File: src/design/cpsd_pkg.sv
`timescale 1ns / 1ps
`default_nettype none

package cpsd_pkg;

    // Framing bytes
    localparam logic [7:0] BYTE_CR = 8'h0D;
    localparam logic [7:0] BYTE_LF = 8'h0A;

    // Packet head storage: type byte plus two 32-bit singles
    localparam int         HEAD_DEPTH = 9;
    localparam int         LEN_W      = 4;
    localparam logic [3:0] HEAD_LEN   = 4'd9;
    localparam logic [3:0] LEN_MAX    = 4'd15;

    // Single-precision fields
    localparam logic [7:0] EXP_ALL_ONES = 8'hFF;
    localparam logic [7:0] EXP_BIAS     = 8'd127;
    localparam logic [7:0] EXP_FRAC_POS = 8'd150;
    localparam int         PROD_W       = 40;

    // Configuration register indexes and reset values
    localparam logic [1:0]  REG_SET_CODE = 2'd0;
    localparam logic [1:0]  REG_OFFSET   = 2'd1;
    localparam logic [1:0]  REG_SCALE    = 2'd2;
    localparam logic [7:0]  RST_SET_CODE = 8'd0;
    localparam logic [15:0] RST_OFFSET   = 16'd800;
    localparam logic [15:0] RST_SCALE    = 16'd1350;

    typedef enum logic [1:0] {
        ST_OK    = 2'd0,
        ST_RANGE = 2'd1,
        ST_TYPE  = 2'd2,
        ST_SHORT = 2'd3
    } t_status;

    typedef struct packed {
        logic [7:0] rx_byte;
    } t_rx_beat;

    typedef struct packed {
        logic [1:0]  status;
        logic [16:0] x_compare;
        logic [16:0] y_compare;
    } t_result;

    typedef struct packed {
        logic [1:0]  reg_index;
        logic [15:0] wr_data;
    } t_cfg_beat;

    // What the framer hands to the decode pipeline for one packet end
    typedef struct packed {
        logic        done;
        t_status     status;
        logic [31:0] x_bits;
        logic [31:0] y_bits;
    } t_frame;

endpackage

`default_nettype wire

File: src/design/cpsd_front.sv
`timescale 1ns / 1ps
`default_nettype none

module cpsd_front import cpsd_pkg::*; (
    input  wire logic       i_clk,
    input  wire logic       i_rst_n,
    input  wire logic       i_accept,
    input  wire logic [7:0] i_byte,
    input  wire logic [7:0] i_set_code,
    output t_frame          o_frame
);

    logic [7:0]       r_prev;
    logic [LEN_W-1:0] r_len;
    logic [LEN_W-1:0] n_len;
    logic [7:0]       r_head [HEAD_DEPTH];
    logic [7:0]       w_view [HEAD_DEPTH];
    logic             w_end;

    // Head as it stands once this beat is stored
    always_comb begin
        for (int k = 0; k < HEAD_DEPTH; k++) begin
            w_view[k] = (r_len == LEN_W'(k)) ? i_byte : r_head[k];
        end
    end

    assign n_len = (r_len < LEN_MAX) ? r_len + 4'd1 : r_len;
    assign w_end = (r_prev == BYTE_CR) && (i_byte == BYTE_LF);

    always_comb begin
        o_frame.done   = i_accept && w_end;
        o_frame.x_bits = {w_view[1], w_view[2], w_view[3], w_view[4]};
        o_frame.y_bits = {w_view[5], w_view[6], w_view[7], w_view[8]};
        if (w_view[0] != i_set_code) begin
            o_frame.status = ST_TYPE;
        end else if (n_len < HEAD_LEN) begin
            o_frame.status = ST_SHORT;
        end else begin
            o_frame.status = ST_OK;
        end
    end

    always_ff @(posedge i_clk) begin
        for (int k = 0; k < HEAD_DEPTH; k++) begin
            if (i_accept && r_len == LEN_W'(k)) begin
                r_head[k] <= i_byte;
            end
        end
    end

    always_ff @(posedge i_clk) begin
        if (!i_rst_n) begin
            r_prev <= '0;
            r_len  <= '0;
        end else if (i_accept) begin
            r_prev <= i_byte;
            r_len  <= w_end ? '0 : n_len;
        end
    end

endmodule

`default_nettype wire

File: config.mk
export PLATFORM = sky130hd
export DESIGN_NAME = cpsd_front
export DESIGN_NICKNAME = d
export VERILOG_FILES = /design/src/design/cpsd_pkg.sv /design/src/design/cpsd_front.sv
export SDC_FILE = /design/constraint.sdc
export NUM_CORES = 1
export LEC_CHECK = 0
export BUFFER_PORTS_ARGS = -buffer_cell sky130_fd_sc_hd__buf_2
export CAP_MARGIN = 20
export CORE_MARGIN = 3
export CORE_UTILIZATION = 49
export CTS_CLUSTER_DIAMETER = 150
export DETAILED_ROUTE_END_ITERATION = 7
export GPL_ROUTABILITY_DRIVEN = 0
export PLACE_DENSITY = 0.81
export SETUP_SLACK_MARGIN = 0.02
export SYNTH_ARGS = -nofsm -noshare
export SYNTH_HDL_FRONTEND = slang
export SYNTH_SLANG_ARGS = --single-unit
File: constraint.sdc
create_clock -name i_clk -period 2.2 [get_ports i_clk]
set_input_delay 0.22 -clock i_clk [delete_from_list [all_inputs] [get_ports i_clk]]
set_output_delay 0.22 -clock i_clk [all_outputs]
set_load 0.01 [all_outputs]
# Yosys cells after proc, flatten, opt, wreduce, memory -nomap -nowiden
# Memories as Yosys holds them, arrays and structs flattened.
# Index checks and enable logic that the tools add are counted.
classes:
  n_addsub: 1
  magnitude_cmp: 2
  n_eq_ne: 11
  muxes: 55
  reduce_logical: 20
ops:
  columns: ["operator", "n"]
  rows:
  - ["2-to-1 mux 8 bit", 17]
  - ["OR reduction 8 bit", 8]
  - ["2-to-1 mux 4 bit", 10]
  - ["2-to-1 mux 1 bit", 26]
  - ["equality test 4 x 3 -> 1 bit (second input constant)", 4]
  - ["equality test 8 x 4 -> 1 bit (second input constant)", 2]
  - ["logical AND 1 bit", 11]
  - ["equality test 4 x 2 -> 1 bit (second input constant)", 2]
  - ["less-than comparator 4 bit (second input constant)", 2]
  - ["inequality test 8 bit", 1]
  - ["adder 4 x 1 -> 4 bit (second input constant)", 1]
  - ["equality test 4 x 1 -> 1 bit (second input constant)", 1]
  - ["equality test 4 bit (second input constant)", 1]
  - ["zero test 4 bit", 1]
  - ["2-to-1 mux 2 bit", 2]
totals:
  register_bits: 12
  mem_bits_rw: 72
  in_bits: 19
  wordCells: 92
  n_memories: 1
mem_list:
  columns: ["name", "words", "width", "rd", "rd_ports_with_merged_regs", "wr", "line", "source"]
  rows:
  - ["r_head", 9, 8, 9, 0, 1, "cpsd_front.sv:16", "logic [7:0] r_head [HEAD_DEPTH];"]

# Depth between registers and ports, before layout
depth:
  word_depth: 13
  depth_mapped: 8
  mapped_depth_nobuf: 7

# Worst setup path after synthesis
# Ideal clock, no wire load.
synth_path:
  path_kind: "reg-to-output"
  start: "reg r_len[0]"
  end: "out o_frame[64] (netlist bit)"
  arrival_ns: 1.901
  required_time_ns: 1.980
  path_slack_ns: 0.079
  path_stages_with_launch: 8
  path_buffers: 1
  path_cell_list: "dfxtp_1 -> inv_1 -> ha_1 -> nor3b_4 -> buf_6 -> or3_1 -> a221oi_1 -> and3b_1"
synth_lines:
  columns: ["element", "line", "source"]
  rows:
  - ["start, declared", "cpsd_front.sv:14", "logic [LEN_W-1:0] r_len;"]
  - ["start signal, assigned", "cpsd_front.sv:57", "r_len <= w_end ? '0 : n_len;"]
  - ["end, declared", "cpsd_front.sv:10", "output t_frame o_frame"]

==> results.txt <==
----------------------------------------------------
[Status]
  Run status ... finished, violations left
  Violated checks ... negative setup slack

[Setup path]
  Worst Reg2Reg Path Length in Cells ... 5
  Worst reg2reg endpoint ... r_head[0][32]
  Reg2Reg Setup Slack ... 0.40 ns
  Startpoint of the most critical register-to-register path ... r_len[2]
  Endpoint type of the worst setup path ... primary output
  Worst path arrival time ... 2.28 ns
  Kind of critical path ... flop to primary output
  Required time of the critical path ... 1.98 ns
  Type of origin of the critical path ... flop
  Critical Path Fanout Max ... 3

[Worst hold path]
  Path category of the worst min-delay check ... primary input to flop
  Hold path startpoint ... i_byte[5]
  Worst hold path depth ... 1
  End point of the most critical hold path ... r_head[0][5]

[Logic synthesis]
  Post-Syn Area per Cell ... 14.6 um2
  Total of flip-flops plus latches after synthesis ... 84
  Post-synthesis async set-or-reset flop share ... 0%
  Cell taking the most area after synthesis ... sky130_fd_sc_hd__edfxtp_1
  Top area cells in the synthesized netlist ... sky130_fd_sc_hd__edfxtp_1, sky130_fd_sc_hd__mux2_2, sky130_fd_sc_hd__dfxtp_1
  Area of the mapped netlist ... 3950 um2
  Portion of synthesized cell area occupied by the leading cell type ... 54.8%
  Number of flops mapped to enable cells by yosys ... 72
  Ys flop type ... sky130_fd_sc_hd__edfxtp_1
  Cells after Synth ... 271
  Number of warnings reported in the yosys synthesis log ... 0
  Synth Net Count ... 294
  Netlist cell types ... 41
  Post-synthesis sequential area ratio ... 60.9%

[Die]
  Floorplan die height ... 95.7 um
  Placement row count ... 32
  Effective utilization at floorplan ... 50.8%
  Number of I/O pins ... 86
  Die outline area ... 9170 um2
  Core region area ... 7770 um2
  Width of the die ... 95.7 um

[Timing]
  Final count of negative-setup-slack endpoints ... 2
  Max-slew violation count ... 0
  Final worst path period share ... 114%
  Skew final ... 0.0175 ns
  Fmax achieved ... 399 MHz
  Setup repair after global routing missed its margin ... true
  Smallest setup slack after layout ... -0.305 ns
  Relative max-transition margin ... 67.9%
  Hold violation total from the final report ... 0
  Actual transition at the worst max-transition pin ... 0.480 ns
  Final critical-path required period ... 2.50 ns

[Detailed routing]
  Total wire length ... 8.95 mm
  # DRC ... 0
  Via count ... 2620
  Max Used Layer ... met4
  Iteration-0 DRC Markers ... 166
  Number of routed nets with antenna violations ... 0
  Met3 wire length ... 767 um
  Met2 WL ... 4.15 mm
  M1 wire length ... 3.91 mm
  Vias per std cell ... 5.40
  Count of TritonRoute iterations in the first routing pass ... 4
  Routed len/inst ... 18.5 um

[Pwr]
  Flop pwr share ... 55.5%
  Net switching power ... 760 uW
  Leakage ... 1.97 nW
  Internal power component ... 2.44 mW
  Pwr dens ... 652 nW/um2
  Total design power ... 3.20 mW
  Comb pwr share ... 10.2%
  Worst ir drop on vdd ... 0.503 mV
  Switching power share of the total ... 23.8%
  Clock share of power ... 34.3%

[Final layout]
  # fillers ... 598
  NumNets Final ... 401
  Fraction of layout cells with a size suffix above 1 ... 54.8%
  Diodes inserted ... 0
  Top library cells by usage in the layout, fill and taps aside ... sky130_fd_sc_hd__buf_2, sky130_fd_sc_hd__edfxtp_1, sky130_fd_sc_hd__mux2_2
  Non-Filler Instances ... 485
  Area growth from synthesis to layout ... 24.3%
  Most common cell after layout, fill and taps aside ... sky130_fd_sc_hd__buf_2

[Job]
  Number of max-cap violations ... 0

[Global routing]
  Vias in the first global route ... 2449
  Initial antenna violation count ... 0
  Overall routing resource usage ... 19.3%
  Global-route wire length before repair ... 13.0 mm
  Pin count of the biggest net entering global routing ... 21
  Residual overflow from global routing ... 0

[Clock network]
  Count of hold buffers inserted by post-cts repair ... 0
  Total number of clock tree sinks ... 84
  Number of clock buffers inserted by TritonCTS ... 9
  Clock tree from TritonCTS ... yes
  CTS clock-pin slew for the worst setup and hold paths ... 0.08 ns
  Total number of H-tree levels ... 3
  Root Buffer ... sky130_fd_sc_hd__clkbuf_8
  Maximum count of clock buffers along a single path ... 2
  Clk_lat worst skew ... 0.37 ns

[Placed design]
  Placed instance count ... 461
  Post-DP HPWL ... 5.85 mm
  Count of buffers from port buffering ... 85

----------------------------------------------------
[how the worst max path moves through the flow]
stage / from / to / slack [ns] / depth (start not counted)
after global routing: r_len[1] / o_frame[64] / -0.46 / 9
final: r_len[1] / o_frame[64] / -0.30 / 9
after detailed placement: r_len[1] / o_frame[64] / -0.03 / 8
after CTS: r_len[1] / o_frame[64] / -0.34 / 9
after global placement: r_len[0] / o_frame[64] / 0.05 / 8
after floorplan: r_len[0] / o_frame[64] / 0.08 / 7
[sequential cells by signal, summed over array words and instances, names as in the netlist]
name    count
r_len       4
r_prev      8
r_head     72
[per-layer routing]
metal | GRT usage [%] | vias to the layer above
met3 | 4.30 | 12
met4 | 6.99 | 0
met2 | 29.5 | 121
met1 | 27.2 | 1261
met5 | 0 | -
li1 | - | 1226
[through the flow]
step                      cell area (um2)  utilization (%)  worst slack [ns]  hold WS, ns  setup TNS (ns)
after floorplan                      3950                -            0.0789        0.319               0
after global placement               4570             58.8            0.0457        0.489               0
after detailed placement             4570             58.8           -0.0295        0.497         -0.0295
after CTS                            4850             62.4            -0.341        0.151           -1.57
after global routing                 4910             63.2            -0.463        0.168          -0.968
final                                4910             63.2            -0.305        0.171          -0.565
[critical path, cell delays in order (launching register included)]
cell	delay, ns
sky130_fd_sc_hd__dfxtp_2	0.33
sky130_fd_sc_hd__inv_2	0.07
sky130_fd_sc_hd__ha_4	0.14
sky130_fd_sc_hd__nor3b_4	0.28
sky130_fd_sc_hd__buf_6	0.16
sky130_fd_sc_hd__mux2i_2	0.22
sky130_fd_sc_hd__xnor2_1	0.10
sky130_fd_sc_hd__a2111oi_2	0.32
sky130_fd_sc_hd__and3b_1	0.20
sky130_fd_sc_hd__buf_2	0.12
[power groups by stage]
stage	logic [mW]	registers [mW]	clock network, mW
global placement	0.286	1.81	0
detailed placement	0.293	1.81	0
floorplan	0.177	1.81	0
CTS	0.317	1.77	1.11
finish	0.326	1.77	1.10
global route	0.351	1.78	1.19
[what timing repair did]
action,in CTS,in global routing
gates resized for setup,19,7
setup buffers,5,2
pin swaps,5,1
cloned,0,1
endpoints found under the setup margin,58,49
[final cells by class]
| type | count | area [um2] | area share [%] |
|---|---|---|---|
| repair buffers | 113 | 643 | 13.1 |
| clock inverters | 7 | 72.6 | 1.48 |
| flip-flops and latches | 84 | 2400 | 49.0 |
| multi-input cells | 162 | 1510 | 30.7 |
| well taps | 102 | 128 | 2.60 |
| inverters | 8 | 30.0 | 0.612 |
| clock buffers | 9 | 124 | 2.52 |
[cell usage after synthesis (3+ instances only)]
cell type                  instances
sky130_fd_sc_hd__xnor2_1           4
sky130_fd_sc_hd__a21oi_1           3
sky130_fd_sc_hd__inv_1             8
sky130_fd_sc_hd__edfxtp_1         72
sky130_fd_sc_hd__nor2_1            9
sky130_fd_sc_hd__and2_1            5
sky130_fd_sc_hd__ha_1              4
sky130_fd_sc_hd__mux2_2           64
sky130_fd_sc_hd__nor2b_1          17
sky130_fd_sc_hd__mux2i_1          14
sky130_fd_sc_hd__nand2_1           5
sky130_fd_sc_hd__buf_2             4
sky130_fd_sc_hd__clkbuf_1         11
sky130_fd_sc_hd__nand3_1           3
sky130_fd_sc_hd__and3_1            4
sky130_fd_sc_hd__dfxtp_1          12
[kinds of logic after synthesis]
logic type                 synth area share (%)
AOI/OAI and AO/OA                          2.95
xor gates and xnor gates                  0.888
adders and majority gates                  1.27
buffers and inverters                      3.08
DFF                                        60.9
muxes                                      21.8
and+or+nand+nor                            9.13
(Power assumes the default switching activity.)
