--- config.mk ---
export PLATFORM = sky130hd
export DESIGN_NAME = cpsd_lane
export DESIGN_NICKNAME = d
export VERILOG_FILES = /design/src/design/cpsd_pkg.sv /design/src/design/cpsd_lane.sv
export SDC_FILE = /design/constraint.sdc
export NUM_CORES = 1
export LEC_CHECK = 0
export ABC_AREA = 1
export BUFFER_PORTS_ARGS = -buffer_cell sky130_fd_sc_hd__buf_4
export CAP_MARGIN = 20
export CORE_UTILIZATION = 55
export DETAILED_ROUTE_END_ITERATION = 10
export GPL_ROUTABILITY_DRIVEN = 0
export PLACE_DENSITY = 0.72
export SLEW_MARGIN = 20
export SYNTH_ARGS = -nofsm -noshare
export SYNTH_HDL_FRONTEND = slang
export SYNTH_SLANG_ARGS = --single-unit
--- constraint.sdc ---
create_clock -name i_clk -period 10.5 [get_ports i_clk]
set_clock_uncertainty 0.15 [all_clocks]
set_input_delay 1.05 -clock i_clk [delete_from_list [all_inputs] [get_ports i_clk]]
set_output_delay 1.05 -clock i_clk [all_outputs]
set_load 0.005 [all_outputs]
--- src/design/cpsd_pkg.sv ---
`timescale 1ns / 1ps
`default_nettype none

package cpsd_pkg;

    // Framing bytes
    localparam logic [7:0] BYTE_CR = 8'h0D;
    localparam logic [7:0] BYTE_LF = 8'h0A;

    // Packet head storage: type byte plus two 32-bit singles
    localparam int         HEAD_DEPTH = 9;
    localparam int         LEN_W      = 4;
    localparam logic [3:0] HEAD_LEN   = 4'd9;
    localparam logic [3:0] LEN_MAX    = 4'd15;

    // Single-precision fields
    localparam logic [7:0] EXP_ALL_ONES = 8'hFF;
    localparam logic [7:0] EXP_BIAS     = 8'd127;
    localparam logic [7:0] EXP_FRAC_POS = 8'd150;
    localparam int         PROD_W       = 40;

    // Configuration register indexes and reset values
    localparam logic [1:0]  REG_SET_CODE = 2'd0;
    localparam logic [1:0]  REG_OFFSET   = 2'd1;
    localparam logic [1:0]  REG_SCALE    = 2'd2;
    localparam logic [7:0]  RST_SET_CODE = 8'd0;
    localparam logic [15:0] RST_OFFSET   = 16'd800;
    localparam logic [15:0] RST_SCALE    = 16'd1350;

    typedef enum logic [1:0] {
        ST_OK    = 2'd0,
        ST_RANGE = 2'd1,
        ST_TYPE  = 2'd2,
        ST_SHORT = 2'd3
    } t_status;

    typedef struct packed {
        logic [7:0] rx_byte;
    } t_rx_beat;

    typedef struct packed {
        logic [1:0]  status;
        logic [16:0] x_compare;
        logic [16:0] y_compare;
    } t_result;

    typedef struct packed {
        logic [1:0]  reg_index;
        logic [15:0] wr_data;
    } t_cfg_beat;

    // What the framer hands to the decode pipeline for one packet end
    typedef struct packed {
        logic        done;
        t_status     status;
        logic [31:0] x_bits;
        logic [31:0] y_bits;
    } t_frame;

endpackage

`default_nettype wire

--- src/design/cpsd_lane.sv ---
`timescale 1ns / 1ps
`default_nettype none

module cpsd_lane import cpsd_pkg::*; (
    input  wire logic        i_clk,
    input  wire logic        i_en,
    input  wire logic [31:0] i_bits,
    input  wire logic [15:0] i_scale,
    output logic             o_ok,
    output logic [15:0]      o_part
);

    logic              w_sign;
    logic [7:0]        w_expo;
    logic [22:0]       w_mant;
    logic              w_ok;
    logic              w_one;
    logic              w_mul;
    logic [PROD_W-1:0] w_prod;
    logic [PROD_W-1:0] w_shifted;

    logic              r_ok;
    logic              r_one;
    logic              r_mul;
    logic [PROD_W-1:0] r_prod;
    logic [7:0]        r_shift;

    assign w_sign = i_bits[31];
    assign w_expo = i_bits[30:23];
    assign w_mant = i_bits[22:0];

    // In range: +/-0, positive subnormals, normals below one, and exactly one
    always_comb begin
        if (w_expo == EXP_ALL_ONES) begin
            w_ok = 1'b0;
        end else if (w_sign) begin
            w_ok = (w_expo == 8'd0) && (w_mant == 23'd0);
        end else begin
            w_ok = (w_expo < EXP_BIAS) || ((w_expo == EXP_BIAS) && (w_mant == 23'd0));
        end
    end

    assign w_one  = !w_sign && (w_expo == EXP_BIAS);
    assign w_mul  = !w_sign && (w_expo != 8'd0) && (w_expo < EXP_BIAS);
    assign w_prod = {24'd0, i_scale} * {16'd0, 1'b1, w_mant};

    always_ff @(posedge i_clk) begin
        if (i_en) begin
            r_ok    <= w_ok;
            r_one   <= w_one;
            r_mul   <= w_mul;
            r_prod  <= w_prod;
            r_shift <= EXP_FRAC_POS - w_expo;
        end
    end

    // Drop the fraction bits; the value is below one so 16 bits remain
    assign w_shifted = r_prod >> r_shift;
    assign o_ok      = r_ok;
    assign o_part    = r_one ? i_scale : (r_mul ? w_shifted[15:0] : 16'd0);

endmodule

`default_nettype wire
* Word-level counts from Yosys, hierarchy flattened
Index checks and enable logic that the tools add are counted.
Word-level totals: output and inout port bits 17, bits in registers 51, logic and storage cells 24, input port bits 50
Operators by class: shift operators 1, reductions and logical operators 10, equal/unequal tests 2, mux-type cells 3, $lt $le $gt $ge 1, $mul 1, $add $sub $neg 1
Operator list (number):
- $mul 16x24->40 | 1
- $shr 40x8->16 | 1
- $mux 16 | 2
- $logic_not 23->1 | 1
- $eq 8x7->1 const B | 1
- $eq 8x8->1 const B | 1
- $logic_not 8->1 | 1
- $lt 8x7->1 const B | 1
- $reduce_bool 8->1 | 1
- $sub 8x8->8 const A | 1
- $logic_and 1x1->1 | 5
- $logic_not 1->1 | 1
- $logic_or 1x1->1 | 1
- $mux 1 | 1

* Depth between registers and ports, before layout
Gate-level depths: netlist of the first run.
depth in word-level cells 4, mapped depth 28, mapped depth without buffers 26

* Worst setup path after synthesis of the first run
OpenSTA, ideal clock, no wires.
path kind in2reg, start in i_bits[13], end reg r_prod[33], data pin, arrival time 6.012 ns, stages on the path 24, setup slack 4.086 ns, data required time 10.098 ns, setup time 0.252 ns, cells stage by stage clkbuf_1 > clkbuf_1 > nand2_1 > fa_1 > inv_1 > fa_1 > inv_1 > fa_1 > inv_1 > fa_1 > fa_1 > inv_1 > fa_1 > inv_1 > ha_1 > nand2_1 > nor2_1 > inv_1 > nor3_1 > nand2_1 > o211ai_2 > nand2_1 > nand3_1 > nand2_1
Between the ends: longest elaborated chain between the ends 1
Ends and longest elaborated chain:
- start: declaration | RTL line cpsd_lane.sv:7 | input wire logic [31:0] i_bits,
- $mul 16x24->40 | RTL line cpsd_lane.sv:45 | assign w_prod = {24'd0, i_scale} * {16'd0, 1'b1, w_mant};
- net w_prod[33] | RTL line cpsd_lane.sv:19 | logic [PROD_W-1:0] w_prod;
- end signal: assignment | RTL line cpsd_lane.sv:52 | r_prod <= w_prod;
- end: declaration | RTL line cpsd_lane.sv:25 | logic [PROD_W-1:0] r_prod;
The timed path passes the listed nets, and every way through them passes these cells. A chain may end at the register's enable or synchronous reset.

* Worst setup path after layout of the first run
start in i_scale[4], end reg r_prod[37], data pin
Between the ends: longest elaborated chain between the ends 1
Ends and longest elaborated chain:
- start: declaration | RTL line cpsd_lane.sv:8 | input wire logic [15:0] i_scale,
- $mul 16x24->40 | RTL line cpsd_lane.sv:45
- net w_prod[37] | RTL line cpsd_lane.sv:19
The timed path passes the listed nets, and every way through them passes these cells.

==> impl_metrics.env, run 1 <==
export IMPL_status="complete, no violations"
export IMPL_grt_max_degree=79
export IMPL_rsz0062_at_grt="no"
export IMPL_io_pins=67
export IMPL_antenna_cells=0
export IMPL_wl_per_cell_um=17.18
export IMPL_cp_cell_sequence="buf_4 -> nand2_1 -> fa_1 -> inv_1 -> fa_1 -> fa_1 -> inv_1 -> fa_1 -> inv_1 -> fa_1 -> inv_1 -> fa_1 -> inv_1 -> ha_1 -> nand2_1 -> nor2_1 -> nand2_1 -> nor2_1 -> nand4_1 -> nand4_1 -> nand2_1"
export IMPL_cp_max_fo=25
export IMPL_startpoint_type="input port"
export IMPL_regArea_mm2=0.001531
export IMPL_arrival_ns=6.32
export IMPL_synth_edf_count=51
export IMPL_clockRootBuffer="clkbuf_16"
export IMPL_cts_sinks=51
export IMPL_via_per_inst=5.570
export IMPL_multi_input_area_mm2=0.01298
export IMPL_ant_nets=0
export IMPL_track_usage_pct=30.85
export IMPL_slowest_stage="fa_1"
export IMPL_rows=64
export IMPL_crit_top_cell="fa_1"
export IMPL_synth_flop_cell="edfxtp_1"
export IMPL_path_clk_slew_ns=0.08
export IMPL_synthArstFlopShare_pct=0
export IMPL_syn_nets=2853
export IMPL_dr_total_vias=15217
export IMPL_cts_max_path_buffers=2
export IMPL_h_tree_depth=2
export IMPL_post_cts_resized=0
export IMPL_core_area_mm2=0.03067
export IMPL_yosysSeqAreaShare_pct=8.891
export IMPL_worstMarginPinSlew_ns=0.9384
export IMPL_critPathKind="in2reg"
export IMPL_setup_viol=0
export IMPL_dr_pass1_iters=7
export IMPL_syn_area_mm2=0.01723
export IMPL_hold_viol_final=0
export IMPL_end_kind="flop"
export IMPL_maxCapViolCount=0
export IMPL_fin_crit_sh_pct=61.20
export IMPL_utilization_pct=58.29
export IMPL_hp_class="in2reg"
export IMPL_drive_gt1_share_pct=4.366
export IMPL_synthToLayoutAreaGrowth_pct=3.784
export IMPL_slowest_delay_ns=0.56
export IMPL_drc=0
export IMPL_cts_buffers=5
export IMPL_max_slew_margin_pct=37.44
export IMPL_synth_area_per_cell_um2=7.231
export IMPL_cp_required_ns=10.39
export IMPL_routed_wirelength_mm=46.95
export IMPL_fin_crit_ns=6.426
export IMPL_grt_overflow=0
export IMPL_die_w_um=179.0
export IMPL_dp_hpwl_mm=37.13
export IMPL_grt_pass1_wl_mm=76.47
export IMPL_final_nets=2806
export IMPL_syn_inst=2382
export IMPL_first_global_vias=15346
export IMPL_dieArea_mm2=0.03203
export IMPL_antenna_found_initial=0
export IMPL_cts_tree="built"
export IMPL_ys_types=40
export IMPL_fmax_ghz=0.1556
export IMPL_fin_setup_tns_ns=0
export IMPL_drv_slew=0
export IMPL_initialDrtViolationCount=1357
export IMPL_fillers=2939
export IMPL_initial_core_util_pct=56.16
export IMPL_hold_buffers=0
export IMPL_ys_warn_count=0
export IMPL_cts_setup_buffers=0
export IMPL_die_y_um=179.0
export IMPL_port_buffers=66
export IMPL_synth_seq_cells=51
==> state kept, by name (all words and copies together), names as in the netlist <==
name     count
r_mul        1
r_prod      40
o_ok         1
r_shift      8
r_one        1
==> synth_stat cells (all sizes together), types with 3 or more instances <==
library cell    n  area (um2)
o21ai          46       237.7
ha            115        1439
a21oi          56       287.8
nor3           16       91.34
buf            35       209.0
fa            306        6126
inv           577        2168
nor4            7       43.79
clkbuf         88       330.3
nand2         636        2387
nand3         300        1521
xor2           23       201.4
o21bai          9       67.56
xnor2           5       43.79
and3            3       18.77
nor2           81       321.5
a21o            3       22.52
nand4          13       81.33
edfxtp         51        1531
==> per-layer routing <==
| metal | vias up | GRT usage (%) | wire length [um] |
|---|---|---|---|
| li1 | 7031 | - | - |
| met1 | 7379 | 41.05 | 19180 |
| met2 | 696 | 51.32 | 22260 |
| met3 | 111 | 4.241 | 3842 |
| met4 | 0 | 11.12 | 1666 |
| met5 | - | 0 | 0 |
==> layout by cell type (no fill, tap or decap), types with 2 or more instances in the layout <==
cell type  instances
ha_1             115
nor4_1             7
inv_2              5
nand3b_1           2
a21oi_2            2
o21ai_0           28
nand4_1           13
edfxtp_1          51
inv_1            570
a21oi_1           54
clkinv_2           2
clkbuf_16          5
nand3_2            4
xnor2_1            5
a21o_1             3
o21ai_1           16
nor2_1            76
o211ai_2           2
o21ai_2            2
nand3_1          296
fa_1             306
and3_1             3
o21bai_1           9
xor2_1            23
nor3_1            15
buf_4             68
nor2_2             4
nand2_1          636
o21a_1             2
==> worst max-delay path, delay by kind of cell <==
family,cells,cell delay [ns]
adders and majority gates,7,3.32
buffers and inverters,6,0.55
and+or+nand+nor,8,1.36
==> final cells by class <==
cell class                 count  share of cell area, %
clock inverter                 3                 0.2450
clock buffer                   5                 0.6999
inverter                     578                  12.16
tap                          396                  2.772
timing repair buffer          69                  2.940
multi-input combinational   1630                  72.62
sequential                    51                  8.567
==> stage by stage <==
stage | hold slack [ns] | setup slack (ns) | instances | instance area [um2]
after floorplan | 0.9989 | 4.086 | 2382 | 17230
after global placement | 1.136 | 3.867 | 2723 | 17690
after detailed placement | 1.132 | 3.830 | 2723 | 17690
after CTS | 0.8080 | 4.127 | 2731 | 17860
after global routing | 0.8150 | 3.853 | 2732 | 17880
final | 0.8171 | 4.074 | 2732 | 17880
==> kinds of logic (layout without fill, tap and decap cells) <==
logic type / count (synthesis) / after routing / share of synthesized area (%)
simple gates: 1062 / 1062 / 26.19
buf+inv: 701 / 655 / 15.74
fa+ha+maj: 421 / 421 / 43.92
compound gates: 119 / 119 / 3.842
flops: 51 / 51 / 8.891
xor+xnor: 28 / 28 / 1.424
==> path summary, 6_finish.rpt <==
path                               end  slack, ns  startpoint  cells past startpoint
setup / recovery  r_prod[37]$_DFFE_PP_       4.07  i_scale[4]                     21
hold / removal    r_shift[0]$_DFFE_PP_       0.82  i_bits[23]                      1
Power of run 1 is left out: the tool's default activity adds up to more than one toggle a clock period on the data nets, which glitch-free logic cannot reach.
==> inputs of run 2 (changes only) <==
--- a/config.mk
+++ b/config.mk
@@ -11,7 +11,7 @@
 export CORE_UTILIZATION = 55
 export DETAILED_ROUTE_END_ITERATION = 10
 export GPL_ROUTABILITY_DRIVEN = 0
-export PLACE_DENSITY = 0.72
+export PLACE_DENSITY = 0.75
 export SLEW_MARGIN = 20
 export SYNTH_ARGS = -nofsm -noshare
 export SYNTH_HDL_FRONTEND = slang
==> constraint.sdc (replaced) <==
create_clock -name i_clk -period 5.55 [get_ports i_clk]
set_clock_uncertainty 0.15 [all_clocks]
set_input_delay 0.555 -clock i_clk [delete_from_list [all_inputs] [get_ports i_clk]]
set_output_delay 0.555 -clock i_clk [all_outputs]
set_load 0.005 [all_outputs]
==> impl_metrics.env, run 2 (synthesis results as in run 1) <==
export IMPL_rsz0062_at_grt="yes"
export IMPL_dieArea_mm2=0.03203
export IMPL_fillers=2539
export IMPL_max_slew_margin_pct=34.66
export IMPL_initial_core_util_pct=56.16
export IMPL_hold_buffers=0
export IMPL_setup_viol=0
export IMPL_hp_start="i_bits[23]"
export IMPL_hp_class="in2reg"
export IMPL_fmax_ghz=0.1822
export IMPL_h_tree_depth=2
export IMPL_status="complete, no violations"
export IMPL_die_w_um=179.0
export IMPL_regArea_mm2=0.001531
export IMPL_fin_crit_ns=5.490
export IMPL_wl_per_cell_um=17.08
export IMPL_port_buffers=66
export IMPL_clockRootBuffer="clkbuf_16"
export IMPL_arrival_ns=5.39
export IMPL_cts_buffers=5
export IMPL_first_global_vias=15988
export IMPL_die_y_um=179.0
export IMPL_hold_viol_final=0
export IMPL_rows=64
export IMPL_final_cell_mix="nand2_1, inv_1, nand3_1, fa_1, buf_4"
export IMPL_regMostFlops="r_prod"
export IMPL_maxCapViolCount=0
export IMPL_cts_max_path_buffers=2
export IMPL_whs_ns=0.3324
export IMPL_grt_overflow=0
export IMPL_startpoint_type="input port"
export IMPL_drive_gt1_share_pct=16.49
export IMPL_synthToLayoutAreaGrowth_pct=17.24
export IMPL_core_area_mm2=0.03067
export IMPL_antenna_found_initial=0
export IMPL_initialDrtViolationCount=1606
export IMPL_dr_pass1_iters=6
export IMPL_final_common_cell="nand2_1"
export IMPL_drv_slew=0
export IMPL_end_kind="flop"
export IMPL_dp_hpwl_mm=40.98
export IMPL_multi_input_area_mm2=0.01376
export IMPL_routed_wirelength_mm=49.64
export IMPL_track_usage_pct=31.49
export IMPL_dr_total_vias=16148
export IMPL_grt_pass1_wl_mm=78.56
export IMPL_io_pins=67
export IMPL_dpl_cell_area_mm2=0.01911
export IMPL_worstMarginPinSlew_ns=0.9711
export IMPL_cts_sinks=51
export IMPL_grt_max_degree=79
export IMPL_cp_required_ns=5.45
export IMPL_path_clk_slew_ns=0.07
export IMPL_startpoint="i_bits[8]"
export IMPL_cts_tree="built"
export IMPL_via_per_inst=5.557
export IMPL_final_cell_area_mm2=0.02020
export IMPL_final_nets=2980
export IMPL_hold_depth=1
export IMPL_critPathKind="in2reg"
export IMPL_fin_crit_sh_pct=98.91
export IMPL_largest_reg_flops=40
export IMPL_reg_top3="r_prod (40), r_shift (8)"
export IMPL_antenna_cells=0
export IMPL_ant_nets=0
export IMPL_drc=0
export IMPL_cp_max_fo=12
-- run 2: path summary, 6_finish.rpt --
| kind | to | slack, ns |
|---|---|---|
| worst min-delay path | r_shift[0]$_DFFE_PP_ | 0.33 |
| worst max-delay path | r_prod[32]$_DFFE_PP_ | 0.06 |
-- run 2: what timing repair did --
item,4_1_cts,5_1_grt
pin swaps,7,55
endpoints found under the hold margin,0,0
setup endpoints to repair,19,28
gates resized for setup,31,191
setup buffers,2,3
-- run 2: cell type report --
class                      count  share of cell area, %
sequential                    51                  7.583
clock buffer                   7                 0.6567
tap                          396                  2.453
clock inverter                 1                0.02478
inverter                     578                  10.76
timing repair buffer         243                  10.38
multi-input combinational   1630                  68.14
-- run 2: layer usage --
metal,global-route usage [%],vias to the layer above,wire length [um]
met5,0,-,0
met4,10.20,0,1814
met1,41.42,7780,19240
met3,4.771,140,4455
met2,53.10,837,24130
li1,-,7391,-
-- run 2: metrics by stage --
| step | util, % | setup slack [ns] | TNS (ns) | std cells |
|---|---|---|---|---|
| 4_1_cts | 63.20 | 0.001988 | 0 | 2902 |
| 6_report | 65.85 | 0.06044 | 0 | 2906 |
| 3_5_place_dp | 62.32 | -0.4283 | -9.027 | 2892 |
| 2_1_floorplan | - | -0.01185 | -0.01185 | 2382 |
| 3_3_place_gp | 62.32 | -0.3802 | -7.351 | 2892 |
| 5_1_grt | 65.85 | -0.09735 | -1.250 | 2906 |
-- run 2: worst max-delay path, stage by stage --
cell,delay (ns)
buf_8,0.15
buf_4,0.13
nand2_1,0.07
fa_1,0.49
inv_1,0.06
fa_1,0.51
inv_1,0.07
fa_1,0.51
inv_2,0.04
fa_2,0.46
fa_1,0.49
inv_1,0.05
fa_1,0.48
inv_1,0.06
ha_4,0.30
nand2_2,0.11
nor2_4,0.15
nand2_1,0.11
o21ai_4,0.26
nand3_2,0.13
nand3_1,0.11
nand2_1,0.08
Power of run 2 is left out for the same reason.
